$ cat src/rtl/boi_pkg.sv
// Shared types and constants for the box overlap score pipeline.
package boi_pkg;

  localparam int COORD_BITS_DEF      = 16;
  localparam int SCORE_FRAC_BITS_DEF = 14;

  // Metric selector carried in the input tuser.
  localparam logic [1:0] CMD_IOU  = 2'd0;
  localparam logic [1:0] CMD_GIOU = 2'd1;
  localparam logic [1:0] CMD_DIOU = 2'd2;

  // Per-item control that travels beside the numerator and denominator.
  typedef struct packed {
    logic neg;
    logic zero_den;
  } boi_ctl_t;

endpackage

$ cat src/rtl/boi_div.sv
// Pipelined restoring divider giving the saturated, signed fixed-point score.
module boi_div #(
  parameter int DW   = 70,
  parameter int FRAC = 14
) (
  input  logic                clk,
  input  logic                rst,
  input  logic                in_valid,
  output logic                in_ready,
  input  logic [DW:0]         in_mag,
  input  logic [DW-1:0]       in_den,
  input  boi_pkg::boi_ctl_t   in_ctl,
  output logic                out_valid,
  input  logic                out_ready,
  output logic [FRAC+1:0]     out_score,
  output logic                out_zero_den
);
  import boi_pkg::*;

  localparam int NW = DW + 1;
  localparam int SB = FRAC + 2;
  localparam int NS = FRAC + 2;
  localparam logic [SB-1:0] UNITY = {2'b01, {FRAC{1'b0}}};

  logic [NS-1:0] v;
  logic [NS-1:0] en;

  always_comb begin
    en[NS-1] = !v[NS-1] || out_ready;
    for (int k = NS - 2; k >= 0; k--) begin
      en[k] = !v[k] || en[k+1];
    end
  end

  assign in_ready  = en[0];
  assign out_valid = v[NS-1];

  always_ff @(posedge clk) begin
    if (rst) begin
      v <= '0;
    end else begin
      if (en[0]) begin
        v[0] <= in_valid;
      end
      for (int k = 1; k < NS; k++) begin
        if (en[k]) begin
          v[k] <= v[k-1];
        end
      end
    end
  end

  logic [NW-1:0]   rem   [FRAC+1];
  logic [FRAC-1:0] quo   [FRAC+1];
  logic [DW-1:0]   den_s [FRAC+1];
  logic            sat_s [FRAC+1];
  boi_ctl_t        ctl_s [FRAC+1];

  logic [NW-1:0] trial [FRAC+1];
  logic          ge    [FRAC+1];
  logic [NW-1:0] nrem  [FRAC+1];

  // One quotient bit per stage; the remainder stays below the divisor unless the score saturates.
  always_comb begin
    trial[0] = '0;
    ge[0]    = 1'b0;
    nrem[0]  = '0;
    for (int k = 1; k <= FRAC; k++) begin
      trial[k] = {rem[k-1][NW-2:0], 1'b0};
      ge[k]    = trial[k] >= {1'b0, den_s[k-1]};
      nrem[k]  = ge[k] ? trial[k] - {1'b0, den_s[k-1]} : trial[k];
    end
  end

  always_ff @(posedge clk) begin
    if (en[0]) begin
      rem[0]   <= in_mag;
      quo[0]   <= '0;
      den_s[0] <= in_den;
      sat_s[0] <= in_mag >= {1'b0, in_den};
      ctl_s[0] <= in_ctl;
    end
    for (int k = 1; k <= FRAC; k++) begin
      if (en[k]) begin
        rem[k]   <= nrem[k];
        quo[k]   <= {quo[k-1][FRAC-2:0], ge[k]};
        den_s[k] <= den_s[k-1];
        sat_s[k] <= sat_s[k-1];
        ctl_s[k] <= ctl_s[k-1];
      end
    end
  end

  logic [SB-1:0] mag_c;
  assign mag_c = sat_s[FRAC] ? UNITY : SB'(quo[FRAC]);

  always_ff @(posedge clk) begin
    if (en[NS-1]) begin
      if (ctl_s[FRAC].zero_den) begin
        out_score <= '0;
      end else if (ctl_s[FRAC].neg) begin
        out_score <= '0 - mag_c;
      end else begin
        out_score <= mag_c;
      end
      out_zero_den <= ctl_s[FRAC].zero_den;
    end
  end

endmodule
$ cat config.mk
export PLATFORM = sky130hd
export DESIGN_NAME = boi_div
export DESIGN_NICKNAME = d
export VERILOG_FILES = /design/src/rtl/boi_pkg.sv /design/src/rtl/boi_div.sv
export SDC_FILE = /design/constraint.sdc
export NUM_CORES = 2
export LEC_CHECK = 0
export BUFFER_PORTS_ARGS = -buffer_cell sky130_fd_sc_hd__buf_4
export CORE_MARGIN = 3
export CORE_UTILIZATION = 60
export CTS_CLUSTER_DIAMETER = 150
export CTS_CLUSTER_SIZE = 28
export DETAILED_ROUTE_END_ITERATION = 7
export HOLD_SLACK_MARGIN = 0.05
export PLACE_DENSITY = 0.76
export SYNTH_ARGS = -nofsm -noshare
export SYNTH_HDL_FRONTEND = slang
export SYNTH_SLANG_ARGS = --single-unit
$ cat constraint.sdc
create_clock -name clk -period 25.5 [get_ports clk]
set_input_delay 3.825 -clock clk [delete_from_list [all_inputs] [get_ports clk]]
set_output_delay 3.825 -clock clk [all_outputs]
set_load 0.1 [all_outputs]
======== Word level (Yosys, flattened, before mapping) ========
Memories as Yosys holds them, arrays and structs flattened.
Cells that the tools add are included.
storage, ports and cells
  bits in registers ....................... 33
  memory bits (writable) .................. 2370
  input bits .............................. 147
  output and inout bits ................... 19
  memories ................................ 5
memories
  memory  depth  width  rd ports  clocked after Yosys merged registers in  write ports  line           RTL
  rem     15     71     14        0                                        15           boi_div.sv:53  logic [NW-1:0] rem [FRAC+1];
  den_s   15     70     14        0                                        15           boi_div.sv:55  logic [DW-1:0] den_s [FRAC+1];
  quo     15     14     15        0                                        15           boi_div.sv:54  logic [FRAC-1:0] quo [FRAC+1];
  ctl_s   15     2      15        0                                        15           boi_div.sv:57  boi_ctl_t ctl_s [FRAC+1];
  sat_s   15     1      15        0                                        15           boi_div.sv:56  logic sat_s [FRAC+1];
cells by class
  add/sub/neg operators ................... 15
  $lt $le $gt $ge ......................... 15
  mux-type cells .......................... 46
  reduce and logical (&&, ||, !) cells .... 32
operators by type and width
  kind                                               number
  greater-or-equal comparator 71 x 70 -> 1 bit       15
  two-way mux 71 bit                                 14
  subtractor 71 x 70 -> 71 bit                       14
  two-way mux 1 bit                                  30
  zero test 1 bit                                    16
  logical OR 1 bit                                   16
  two-way mux 16 bit                                 1
  subtractor 1 x 15 -> 16 bit, first input constant  1
  two-way mux 15 bit                                 1

======== Depth between registers and ports, before layout ========
  depth after elaboration ................. 19
  gate-level depth with buffers ........... 18
  gate-level depth less buffers ........... 15

======== Least setup slack after synthesis ========
OpenSTA, ideal clock, no wires.
  path type ............................... input to output
  start ................................... in out_ready
  end ..................................... out in_ready
  arrival ................................. 12614 ps
  slack ................................... 9061 ps
  stages .................................. 10
  cell sequence ........................... nor2b_1 > inv_1 > nor2_1 > and2_1 > and3_1 > and3_1 > and3_1 > clkbuf_1 > nand4_1 > or2_2
on the way
  longest elaborated chain between the ends .. 16
RTL lines
  element                          line           RTL
  from (decl)                      boi_div.sv:14  input logic out_ready,
  logical OR 1 bit                 boi_div.sv:29  en[NS-1] = !v[NS-1] || out_ready;
  net en[15]                       boi_div.sv:26  logic [NS-1:0] en;
  logical OR 1 bit (14 in series)  boi_div.sv:31  en[k] = !v[k] || en[k+1];
  net en[1]                        boi_div.sv:26
  logical OR 1 bit                 boi_div.sv:31
  to (decl)                        boi_div.sv:9   output logic in_ready,
The timed path passes the listed nets, and every way through them passes these cells.

======== Worst setup path in the final report ========
Ends and elaborated chain as after synthesis.

==> results.json <==
{
  "synth_edf_count": 2127,
  "netlist.area_leader.share_pct": 47.6,
  "area_delta_synth_final_pct": 4.47,
  "start_util_pct": 60.6,
  "die_x_um": 479,
  "drt_iter0_markers": 6946,
  "period_share_pct": 46.7,
  "place_congestion": 1.03,
  "r2r-end": "rem[0][217]",
  "place_hpwl_um": 259000,
  "synth_most_common_cell": "edfxtp_1",
  "hold_buffers": 0,
  "synthesis.nets": 14500,
  "clkLatencyLatePin_ns": 0.78,
  "final_nets": 14300,
  "wl_um": 323000,
  "antenna_found_initial": 4,
  "slew_viol_final": 0,
  "port-buffer-count": 165,
  "critPathMaxFanout": 36,
  "grt_start_max_net_pins": 112,
  "r2r_setup_slack_ns": 18.99,
  "clock-sinks": 2143,
  "syn_area_um2": 134000,
  "worst_pin_slew_ns": 1.28,
  "grt_pass1_vias": 97500,
  "finalSetupViolCount": 0,
  "cts_root_buf": "clkbuf_16",
  "yosysSeqAreaShare_pct": 47.9,
  "period_needed_ns": 11.91,
  "pin_count": 166,
  "synth_top_flop_cell": "edfxtp_1",
  "grt_pass1_wl_um": 507000,
  "fill_cells": 17500,
  "synth_seq_cells": 2143,
  "min-delay-start": "quo[0][104]",
  "ys.warnings.count": 0,
  "htreeDepth": 3,
  "critPathCaptureType": "output pin",
  "synth.avg_cell_area_um2": 10.1,
  "reg2reg_depth": 14,
  "critPathRequiredTime_ns": 21.67,
  "route.detailed.drc": 0,
  "ys_types": 111,
  "drt_pass1_iterations": 6,
  "hold_violations": 0,
  "power.density_nw_per_um2": 122,
  "reg2reg_from": "rem[0][148]",
  "synth_cells": 13300,
  "async_flop_share_pct": 0,
  "final.setup.tns_ns": 0,
  "drive_gt1_share_pct": 5.00,
  "max_freq_ghz": 0.0840,
  "core_um2": 221000,
  "whs_ns": 0.424,
  "track_usage_pct": 27.4,
  "worst-setup-path-type": "in -> out",
  "cts_resized": 0,
  "worst_ep_arrival_time_ns": 8.08,
  "min_path_cells": 0,
  "irDropWorstVdd_mv": 0.0659,
  "cts_setup_buffers": 0,
  "cts_tree": "done",
  "run_status": "complete, no violations",
  "maxSlewHeadroom_pct": 14.3,
  "ant_nets": 0,
  "clockBufferDepth": 3,
  "hold_end": "quo[1][7]",
  "via_per_inst": 6.09,
  "fin_util_pct": 63.4,
  "p_leak_nw": 59.8,
  "synth_area_leaders": "edfxtp_1 48%, ha_1 9.8%, a21oi_1 5.5%, inv_1 3.7%, a21o_1 3.5%",
  "dieArea_um2": 229000,
  "wl_per_cell_um": 20.1,
  "worstHoldPathType": "reg -> reg",
  "drv_cap": 0,
  "rsz0062_at_grt": "no",
  "cts_buffers": 86,
  "die_y_um": 479,
  "start_kind": "input pin",
  "vias": 98100,
  "fp-row-count": 172,
  "grt_overflow": 0,
  "yosysTopAreaCell": "edfxtp_1",
  "final.setup_skew_ns": 0.0296,
  "ys_top_cells_by_count": "2127 x edfxtp_1, 1482 x a21oi_1, 1317 x inv_1, 1050 x ha_1, 1008 x nand2_1",
  "cts.clk_slew.worst_paths_ns": 0.10
}
## sequential cells by signal, summed over array words and instances (netlist names)
signal        flops
rem             980
v                16
out_zero_den      1
ctl_s            30
quo             105
sat_s            15
out_score        16
den_s           980
## metrics by stage
stage	cells	total power (W)	worst slack [ns]	instance area (µm²)
floorplan	13300	0.0130	9.06	134000
global placement	16000	0.0150	13.75	138000
detailed placement	16000	0.0153	13.57	138000
CTS	16100	0.0169	13.57	140000
global route	16100	0.0183	13.26	140000
finish	16100	0.0171	13.59	140000
## kinds of logic (layout without fill, tap and decap cells)
logic type,count (synthesis),in the layout,synth area share (%)
other cells,0,5,0
flops,2143,2143,47.9
xor+xnor,866,866,5.66
mux,165,165,1.44
simple gates,3158,3158,10.9
fa+ha+maj,1063,1063,10.0
compound gates,4068,4068,18.8
buf+inv,1849,1683,5.37
## placed cells by master, fill, tap and decap left out, types with 113 or more instances in the layout
master    instances
xnor2_1         510
nand2_1        1003
nor2b_1         113
o21ai_0         887
a21o_1          623
nor2_1          954
mux2_2          130
buf_4           245
nand4_1         277
xor2_1          356
nand3_1         203
nor3_1          149
inv_1          1311
a21oi_1        1481
ha_1           1050
o21bai_1        198
edfxtp_1       2127
## metal layers
layer  track usage, %  part of all wire [%]  routed length, µm
met1             30.9                    38             124000
met2             49.9                    50             161000
met4             17.7                   7.6              24700
met3             2.29                   4.1              13100
met5                0                     0                  0
## critical path, stage by stage
cell	delay [ns]
buf_4	0.11
nor2b_1	0.26
inv_1	0.41
nor2_1	0.45
and2_1	0.40
and3_1	0.44
and3_1	0.47
and3_1	0.58
nand4_1	0.18
buf_4	0.30
or2_4	0.37
buf_4	0.26
## report_power, final
| part | internal [W] | switching, W |
|---|---|---|
| logic | 0.00380 | 0.00571 |
| clock network | 0.000650 | 0.00101 |
| registers | 0.00532 | 0.000566 |
| total | 0.00978 | 0.00728 |
## worst max-delay path by stage
stage / cells past startpoint / slack, ns / endpoint / from
5_1_grt: 12 / 13.26 / in_ready / out_ready
6_report: 12 / 13.59 / in_ready / out_ready
3_3_place_gp: 12 / 13.75 / in_ready / out_ready
3_5_place_dp: 12 / 13.57 / in_ready / out_ready
2_1_floorplan: 10 / 9.06 / in_ready / out_ready
4_1_cts: 12 / 13.57 / in_ready / out_ready
## final cells by class
cell class | count | area (µm²) | area share, %
antenna | 5 | 12.5 | 0.00893
clock buffer | 114 | 2340 | 1.67
clock inverter | 4 | 50.0 | 0.0357
inverter | 1319 | 4980 | 3.56
multi-input combinational | 9320 | 62900 | 44.9
sequential | 2143 | 64200 | 45.8
tap | 2958 | 3700 | 2.64
timing repair buffer | 246 | 1840 | 1.32
Power figures use the tool's default switching activity.
